`config.mk`:
```
export PLATFORM = sky130hd
export DESIGN_NAME = word_crc8_deframe_checker_unit
export DESIGN_NICKNAME = d
export VERILOG_FILES = /design/src/design/crc8dfc_pkg.sv /design/src/design/word_crc8_deframe_checker_unit.sv /design/src/design/crc8dfc_word_track.sv /design/src/design/crc8dfc_skid.sv
export SDC_FILE = /design/constraint.sdc
export NUM_CORES = 1
export LEC_CHECK = 0
export CAP_MARGIN = 15
export CORE_MARGIN = 2
export CORE_UTILIZATION = 70
export CTS_BUF_LIST = sky130_fd_sc_hd__clkbuf_8
export CTS_CLUSTER_DIAMETER = 120
export DETAILED_ROUTE_END_ITERATION = 10
export DONT_BUFFER_PORTS = 1
export HOLD_SLACK_MARGIN = 0.06
export PLACE_DENSITY = 0.84
export SKIP_CTS_REPAIR_TIMING = 1
export SYNTH_ARGS = -nofsm -noshare
export SYNTH_HDL_FRONTEND = slang
export SYNTH_SLANG_ARGS = --single-unit
```
`constraint.sdc`:
```
create_clock -name clk -period 4.5 [get_ports clk]
set_input_delay 0.225 -clock clk [delete_from_list [all_inputs] [get_ports clk]]
set_output_delay 0.225 -clock clk [all_outputs]
set_load 0.01 [all_outputs]
```
`src/design/crc8dfc_pkg.sv`:
```
`default_nettype none

package crc8dfc_pkg;

	localparam int unsigned MAX_WORDS = 16;
	localparam int unsigned COUNT_CAP = 16;

	localparam logic [7:0] CRC_POLY = 8'h07;
	localparam logic [7:0] CRC_INIT = 8'h00;
	localparam logic [7:0] CRC_TOP  = 8'h80;

	localparam logic [4:0] COUNT_MAX = 5'(COUNT_CAP);
	localparam logic [4:0] WORDS_MAX = 5'((MAX_WORDS < COUNT_CAP) ? MAX_WORDS : COUNT_CAP);

	localparam logic [0:0] REG_WORDS_PER_RESPONSE = 1'b0;

	typedef enum logic [1:0] {
		PH_HIGH = 2'd0,
		PH_LOW  = 2'd1,
		PH_CRC  = 2'd2,
		PH_SPARE = 2'd3
	} phase_t;

	typedef struct packed {
		logic [4:0]  error_count;
		logic        all_ok;
		logic        word_last;
		logic [3:0]  store_index;
		logic        crc_ok;
		logic [15:0] data_word;
	} result_t;

	function automatic logic [7:0] crc8_step(input logic [7:0] crc, input logic [7:0] data);
		logic [7:0] c;
		c = crc ^ data;
		for (int b = 0; b < 8; b++) begin
			if ((c & CRC_TOP) != 8'h00) begin
				c = {c[6:0], 1'b0} ^ CRC_POLY;
			end else begin
				c = {c[6:0], 1'b0};
			end
		end
		return c;
	endfunction

endpackage

`default_nettype wire

```
`src/design/word_crc8_deframe_checker_unit.sv`:
```
// A word's result is registered in the output buffer when its CRC byte is taken; one byte
// per cycle is taken while the spare entry is empty; CRC, compare and counters add no stall.
// A two-entry output buffer keeps the slave side open while one result waits to be taken.
// Reset (arst_n low) clears the word phase, the counters and the buffer, and sets
// words_per_response to 6.
`default_nettype none

module word_crc8_deframe_checker_unit
	import crc8dfc_pkg::*;
(
	input  wire logic        clk,
	input  wire logic        arst_n,
	input  wire logic        s_tvalid,
	output logic             s_tready,
	input  wire logic [7:0]  s_tdata,  // [7:0] rx_byte
	input  wire logic        s_tuser,  // [0] frame_start
	output logic             m_tvalid,
	input  wire logic        m_tready,
	output logic [31:0]      m_tdata,  // [15:0] data_word, [19:16] store_index, [24:20] error_count
	output logic [1:0]       m_tuser,  // [0] crc_ok, [1] all_ok
	output logic             m_tlast,  // word_last
	input  wire logic        psel,
	input  wire logic        penable,
	input  wire logic        pwrite,
	input  wire logic [2:0]  paddr,
	input  wire logic [31:0] pwdata,
	output logic [31:0]      prdata,
	output logic             pready
);

	logic [4:0] words_per_response_q;
	logic       in_accept;
	logic       res_valid;
	result_t    res;
	result_t    out_res;

	assign pready = 1'b1;
	assign prdata = (paddr[2] == REG_WORDS_PER_RESPONSE) ? {27'd0, words_per_response_q} : 32'd0;

	always_ff @(posedge clk or negedge arst_n) begin
		if (!arst_n) begin
			words_per_response_q <= 5'd6;
		end else if (psel && penable && pwrite && pready
				&& paddr[2] == REG_WORDS_PER_RESPONSE) begin
			words_per_response_q <= pwdata[4:0];
		end
	end

	assign in_accept = s_tvalid && s_tready;

	crc8dfc_word_track u_track (
		.clk         (clk),
		.arst_n      (arst_n),
		.in_valid    (in_accept),
		.rx_byte     (s_tdata),
		.frame_start (s_tuser),
		.words_cfg   (words_per_response_q),
		.res_valid   (res_valid),
		.res         (res)
	);

	crc8dfc_skid u_skid (
		.clk       (clk),
		.arst_n    (arst_n),
		.in_valid  (res_valid),
		.in_res    (res),
		.in_ready  (s_tready),
		.out_valid (m_tvalid),
		.out_ready (m_tready),
		.out_res   (out_res)
	);

	assign m_tdata = {7'd0, out_res.error_count, out_res.store_index, out_res.data_word};
	assign m_tuser = {out_res.all_ok, out_res.crc_ok};
	assign m_tlast = out_res.word_last;

	// The spare buffer entry is only ever occupied behind a full main entry.
	a_skid_behind_main: assert property (@(posedge clk) disable iff (!arst_n)
		!s_tready |-> m_tvalid)
		else $error("spare entry holds a result while the output is empty");

	// A clean response can only be flagged on its last word, with no failures.
	a_all_ok_consistent: assert property (@(posedge clk) disable iff (!arst_n)
		m_tvalid && m_tuser[1] |-> m_tlast && m_tuser[0] && (m_tdata[24:20] == 5'd0))
		else $error("all_ok raised on a word that is not a clean last word");

	// A failing word takes no packed position and is always counted.
	a_fail_counted: assert property (@(posedge clk) disable iff (!arst_n)
		m_tvalid && !m_tuser[0] |-> (m_tdata[19:16] == 4'd0) && (m_tdata[24:20] != 5'd0))
		else $error("failing word has a store position or was not counted");

endmodule

`default_nettype wire

```
`src/design/crc8dfc_word_track.sv`:
```
`default_nettype none

module crc8dfc_word_track
	import crc8dfc_pkg::*;
(
	input  wire logic       clk,
	input  wire logic       arst_n,
	input  wire logic       in_valid,
	input  wire logic [7:0] rx_byte,
	input  wire logic       frame_start,
	input  wire logic [4:0] words_cfg,
	output logic            res_valid,
	output result_t         res
);

	phase_t     phase_q;
	logic [7:0] crc_q;
	logic [7:0] high_q;
	logic [7:0] low_q;
	logic [4:0] word_cnt_q;
	logic [4:0] good_cnt_q;
	logic [4:0] fail_cnt_q;

	phase_t     phase_cur;
	logic [4:0] word_cur;
	logic [4:0] good_cur;
	logic [4:0] fail_cur;
	logic [4:0] word_nxt;
	logic [4:0] good_nxt;
	logic [4:0] fail_nxt;
	logic [4:0] words_eff;
	logic       ok;
	logic       last;
	logic       is_crc;

	// A frame start restarts the word before the byte is taken.
	assign phase_cur = frame_start ? PH_HIGH : phase_q;
	assign word_cur  = frame_start ? 5'd0 : word_cnt_q;
	assign good_cur  = frame_start ? 5'd0 : good_cnt_q;
	assign fail_cur  = frame_start ? 5'd0 : fail_cnt_q;

	assign is_crc = (phase_cur == PH_CRC) || (phase_cur == PH_SPARE);

	always_comb begin
		if (words_cfg == 5'd0) begin
			words_eff = 5'd1;
		end else if (words_cfg > WORDS_MAX) begin
			words_eff = WORDS_MAX;
		end else begin
			words_eff = words_cfg;
		end
	end

	assign ok       = (crc_q == rx_byte);
	assign good_nxt = (ok && good_cur < COUNT_MAX) ? good_cur + 5'd1 : good_cur;
	assign fail_nxt = (!ok && fail_cur < COUNT_MAX) ? fail_cur + 5'd1 : fail_cur;
	assign word_nxt = (word_cur < COUNT_MAX) ? word_cur + 5'd1 : word_cur;
	assign last     = (word_nxt >= words_eff);

	always_comb begin
		res_valid       = in_valid && is_crc;
		res.data_word   = {high_q, low_q};
		res.crc_ok      = ok;
		res.store_index = ok ? good_cur[3:0] : 4'd0;
		res.word_last   = last;
		res.all_ok      = last && (fail_nxt == 5'd0);
		res.error_count = fail_nxt;
	end

	always_ff @(posedge clk or negedge arst_n) begin
		if (!arst_n) begin
			phase_q    <= PH_HIGH;
			crc_q      <= 8'h00;
			high_q     <= 8'h00;
			low_q      <= 8'h00;
			word_cnt_q <= 5'd0;
			good_cnt_q <= 5'd0;
			fail_cnt_q <= 5'd0;
		end else if (in_valid) begin
			case (phase_cur)
				PH_HIGH: begin
					high_q     <= rx_byte;
					crc_q      <= crc8_step(CRC_INIT, rx_byte);
					phase_q    <= PH_LOW;
					word_cnt_q <= word_cur;
					good_cnt_q <= good_cur;
					fail_cnt_q <= fail_cur;
				end
				PH_LOW: begin
					low_q   <= rx_byte;
					crc_q   <= crc8_step(crc_q, rx_byte);
					phase_q <= PH_CRC;
				end
				default: begin
					phase_q <= PH_HIGH;
					if (last) begin
						word_cnt_q <= 5'd0;
						good_cnt_q <= 5'd0;
						fail_cnt_q <= 5'd0;
					end else begin
						word_cnt_q <= word_nxt;
						good_cnt_q <= good_nxt;
						fail_cnt_q <= fail_nxt;
					end
				end
			endcase
		end
	end

endmodule

`default_nettype wire

```
`src/design/crc8dfc_skid.sv`:
```
`default_nettype none

module crc8dfc_skid
	import crc8dfc_pkg::*;
(
	input  wire logic    clk,
	input  wire logic    arst_n,
	input  wire logic    in_valid,
	input  wire result_t in_res,
	output logic         in_ready,
	output logic         out_valid,
	input  wire logic    out_ready,
	output result_t      out_res
);

	logic    main_valid_q;
	logic    skid_valid_q;
	result_t main_q;
	result_t skid_q;
	logic    main_load;

	// The main register reloads when it is empty or being taken this cycle.
	assign main_load = !main_valid_q || out_ready;
	assign in_ready  = !skid_valid_q;
	assign out_valid = main_valid_q;
	assign out_res   = main_q;

	always_ff @(posedge clk or negedge arst_n) begin
		if (!arst_n) begin
			main_valid_q <= 1'b0;
			skid_valid_q <= 1'b0;
		end else if (main_load) begin
			if (skid_valid_q) begin
				main_valid_q <= 1'b1;
				skid_valid_q <= 1'b0;
			end else begin
				main_valid_q <= in_valid;
			end
		end else if (in_valid) begin
			skid_valid_q <= 1'b1;
		end
	end

	always_ff @(posedge clk) begin
		if (main_load) begin
			main_q <= skid_valid_q ? skid_q : in_res;
		end else if (in_valid) begin
			skid_q <= in_res;
		end
	end

endmodule

`default_nettype wire
```
==> impl_metrics.csv <==
group,metric,value,unit
logic_synthesis,yosysTopAreaCell,"edfxtp_1",
routing,vias,3396,
worst_setup_path,cp-start-kind,"flip-flop",
cells_and_area,ff_latch_area,2885,sq um
placed_design,gp_congestion,0.8426,
clocking,cts_buffers,9,
power,power_frac_seq,54.0,%
clocking,cts.sinks,104,
logic_synthesis,synthCells,444,
global_routing,grt_max_degree,49,
worst_setup_path,slowest_stage,"a31oi_1",
logic_synthesis,synth_edf_count,56,
worst_setup_path,cpMostUsedCell,"nand2_1",
cells_and_area,syn2layout_area_growth,5.913,%
logic_synthesis,ys.flop_type,"edfxtp_1",
logic_synthesis,ys_ff_latch,104,
routing,firstDrtPassIters,5,
clocking,clk_pin_slew,0.11,ns
worst_setup_path,critPathMaxFanout,7,
min_path,hold_path.class,"in -> reg",
sta,hold_viol_final,0,
cells_and_area,fin_util,77.14,%
worst_setup_path,critical_path_class,"reg -> reg",
clocking,htree_levels,3,
job,maxCapViolations,0,
worst_setup_path,reg2reg_to,"u_track.word_cnt_q[3]$_DFFE_PN0P_",
cells_and_area,multiInputGateArea,2162,sq um
routing,detail_route.drc_violations,0,
clocking,ctsRootBufferMaster,"clkbuf_8",
routing,drt_wl_total,10290,um
global_routing,grtUsageTotal,25.00,%
sta,skew,0.01700,ns
placed_design,dp.cells,526,
floorplan,rows,31,
placed_design,port_buffers,0,
cells_and_area,fin_nets,516,
clocking,cts_tree,"done",
cells_and_area,fin_cells,559,
power,power_density,439.9,nW/um^2
routing,wl_per_cell,18.40,um
worst_setup_path,arrival,3.48,ns
sta,rsz0062_at_grt,"false",
worst_setup_path,cp_cell_sequence,"nor2b_1 -> nand2_1 -> xor2_1 -> nor2_1 -> ha_1 -> a2111o_1 -> a31oi_1 -> inv_1 -> or4_1 -> nand2_1",
floorplan,die_w,91.11,um
global_routing,antenna_found_initial,0,
clocking,clkLatencyLatePin,0.37,ns
floorplan,start_util,72.84,%
worst_setup_path,reg2reg_depth,10,
worst_setup_path,rr_startpoint,"u_track.word_cnt_q[0]$_DFFE_PN0P_",
placed_design,dpl.hpwl,6795,um
worst_setup_path,worstSetupStartpoint,"u_track.word_cnt_q[0]$_DFFE_PN0P_",
worst_setup_path,cp_data_required_time,4.81,ns
global_routing,grt_pass1_wl,16310,um
power,p_leak,2.239,nW
logic_synthesis,ys_async_sr_fraction,46.15,%
cells_and_area,fill_cells,461,
sta,setup_viol,0,
routing,viasPerCell,6.075,
global_routing,overflow,0,
power,intPower,1.689,mW
clocking,clk_path_buf_depth,2,
global_routing,grt_pass1_vias,3251,
power,p_sw,785.3,uW
sta,fin_tns_setup,0,ns
sta,min_period,3.163,ns
sta,max_freq,0.3162,GHz
routing,drt_iter0_markers,377,
logic_synthesis,synth_top_area_share,31.66,%
floorplan,die_h,91.11,um
power,pwr-share-comb,22.7,%
logic_synthesis,ys.warnings.count,0,
power,clkPwrFrac,23.3,%
logic_synthesis,synth_area_leaders,"edfxtp_1 32%, dfrtp_1 22%, mux2_2 9.5%, buf_4 4.9%, xnor2_1 4.3%",
sta,period_share,70.29,%
status,status,"completed",
floorplan,coreArea,7292,sq um
routing,ant_nets,0,
floorplan,die_area,8300,sq um
logic_synthesis,synth_area_per_cell,11.96,sq um
cells_and_area,antenna_cells,0,
worst_setup_path,worst_setup_path_end_kind,"flip-flop",
sta,slew_viol_final,0,
power,ir_drop,0.2463,mV
sta,max_slew_margin,36.86,%
logic_synthesis,synthDistinctLibCells,58,
worst_setup_path,r2r_slack,1.34,ns
logic_synthesis,seq_area_frac_synth,54.32,%
floorplan,ios,121,
cells_and_area,drive_gt1_share,16.52,%
logic_synthesis,syn_area,5311,sq um
worst_setup_path,critical-path-max-stage-delay,0.59,ns
worst_setup_path,worstSetupEndpoint,"u_track.word_cnt_q[3]$_DFFE_PN0P_",
sta,worst_pin_slew,0.9430,ns
power,switching_share,31.73,%
## synthesized netlist by cell type, types with 2 or more instances
cell,count
xor2_1,11
conb_1,2
a21oi_1,7
a41oi_1,2
nand2b_1,11
nor2b_1,9
o2bb2ai_1,2
buf_4,35
nor3_1,4
o211ai_1,3
nand3_1,7
nand4_1,2
edfxtp_1,56
nor2_1,27
mux2_2,45
nand4b_1,2
o21ai_0,18
clkbuf_1,13
o22ai_1,4
a2bb2oi_1,2
ha_1,10
dfrtp_1,46
buf_1,3
or3_1,3
o31ai_1,8
xnor2_1,26
nand2_1,38
inv_1,11
dfstp_2,2
a22o_1,6
buf_6,2
## kinds of logic (layout without fill, tap and decap cells)
family	count (synthesis)	count (layout)	synth area share, %
adder cells (fa/ha/maj)	10	10	2.356
XOR/XNOR	38	38	6.620
AO/OA/AOI/OAI	70	70	9.588
buffers and inverters	65	48	7.350
other	2	35	0.1414
AND/OR/NAND/NOR	109	109	9.894
flip-flops	104	104	54.32
multiplexers	46	46	9.729
## power groups by stage
stage,Sequential [mW],Clock [mW],Combinational [mW]
final,1.34,0.577,0.563
after global routing,1.36,0.623,0.625
after CTS,1.34,0.579,0.535
after detailed placement,1.36,0,0.530
after global placement,1.34,0,0.501
after floorplan,1.31,0,0.488
## worst min path at each step
stage / start / to / slack (ns) / cells after the start
after floorplan: arst_n / u_skid.out_valid$_DFFE_PN0N_ / -0.07 / 0
after global placement: arst_n / u_track.crc_q[7]$_DFFE_PN0P_ / -0.07 / 0
after detailed placement: arst_n / u_track.crc_q[7]$_DFFE_PN0P_ / -0.07 / 0
after CTS: arst_n / u_track.low_q[6]$_DFFE_PN0P_ / -0.47 / 0
after global routing: s_tuser / u_skid.out_res[27]$_DFFE_PN_ / 0.06 / 1
final: s_tuser / u_track.word_cnt_q[4]$_DFFE_PN0P_ / 0.05 / 3
## through the flow
| stage | area [sq um] | total power [mW] | hold slack, ns | setup WS (ns) |
|---|---|---|---|---|
| 2_1_floorplan | 5435 | 1.797 | -0.07059 | 1.415 |
| 3_3_place_gp | 5239 | 1.843 | -0.06906 | 1.456 |
| 3_5_place_dp | 5239 | 1.886 | -0.06920 | 1.427 |
| 4_1_cts | 5438 | 2.450 | -0.4692 | 1.409 |
| 5_1_grt | 5625 | 2.603 | 0.06108 | 1.183 |
| 6_report | 5625 | 2.475 | 0.05136 | 1.337 |
## registers in the layout, summed over array words and instances (netlist names)
| register | count |
|---|---|
| u_track.low_q | 8 |
| u_track.word_cnt_q | 5 |
| u_track.high_q | 8 |
| u_track.crc_q | 8 |
| u_track.phase_q | 2 |
| u_skid.out_valid | 1 |
| u_skid.skid_q | 28 |
| u_skid.out_res | 28 |
| u_skid.skid_valid_q | 1 |
| u_track.good_cnt_q | 5 |
| words_per_response_q | 5 |
| u_track.fail_cnt_q | 5 |
## per-layer routing
metal	wire [um]	GRT usage (%)	vias up
met1	4347	34.71	1668
met3	725	5.228	12
met2	5082	40.80	172
li1	-	-	1544
met4	131	6.313	0
met5	0	0	-
## layout by cell type, fill, tap and decap left out, types with 3 or more instances in the layout
cell	netlist	layout
clkbuf_8	0	10
o22ai_1	4	4
a21oi_1	7	7
nand2b_1	11	11
ha_1	10	10
conb_1	2	35
nor3_1	4	4
mux2_2	45	45
or3_1	3	3
nand3_1	7	7
edfxtp_1	56	56
o31ai_1	8	8
inv_1	11	11
nor2_1	27	26
nand2_1	38	38
o21ai_0	18	18
o211ai_1	3	3
xor2_1	11	11
dfrtp_1	46	46
a22o_1	6	6
xnor2_1	26	26
buf_4	35	3
dlygate4sd3_1	0	16
nor2b_1	9	9
## cell type report
| type | instances | share of cell area [%] |
|---|---|---|
| flip-flops and latches | 104 | 51.29 |
| multi-input cells | 308 | 38.43 |
| repair buffers | 20 | 3.737 |
| clock buffers | 10 | 2.447 |
| well taps | 99 | 2.202 |
| clock inverters | 6 | 1.090 |
| inverters | 12 | 0.8007 |
## critical path: cells and delay by family, from the launching register on
family          cells  cell delay, ns
simple gates        5            1.03
compound gates      2            1.01
flops               1            0.41
buf+inv             1            0.32
fa+ha+maj           1            0.21
xor+xnor            1            0.13
Note: power is estimated with default switching activity, not from simulation.
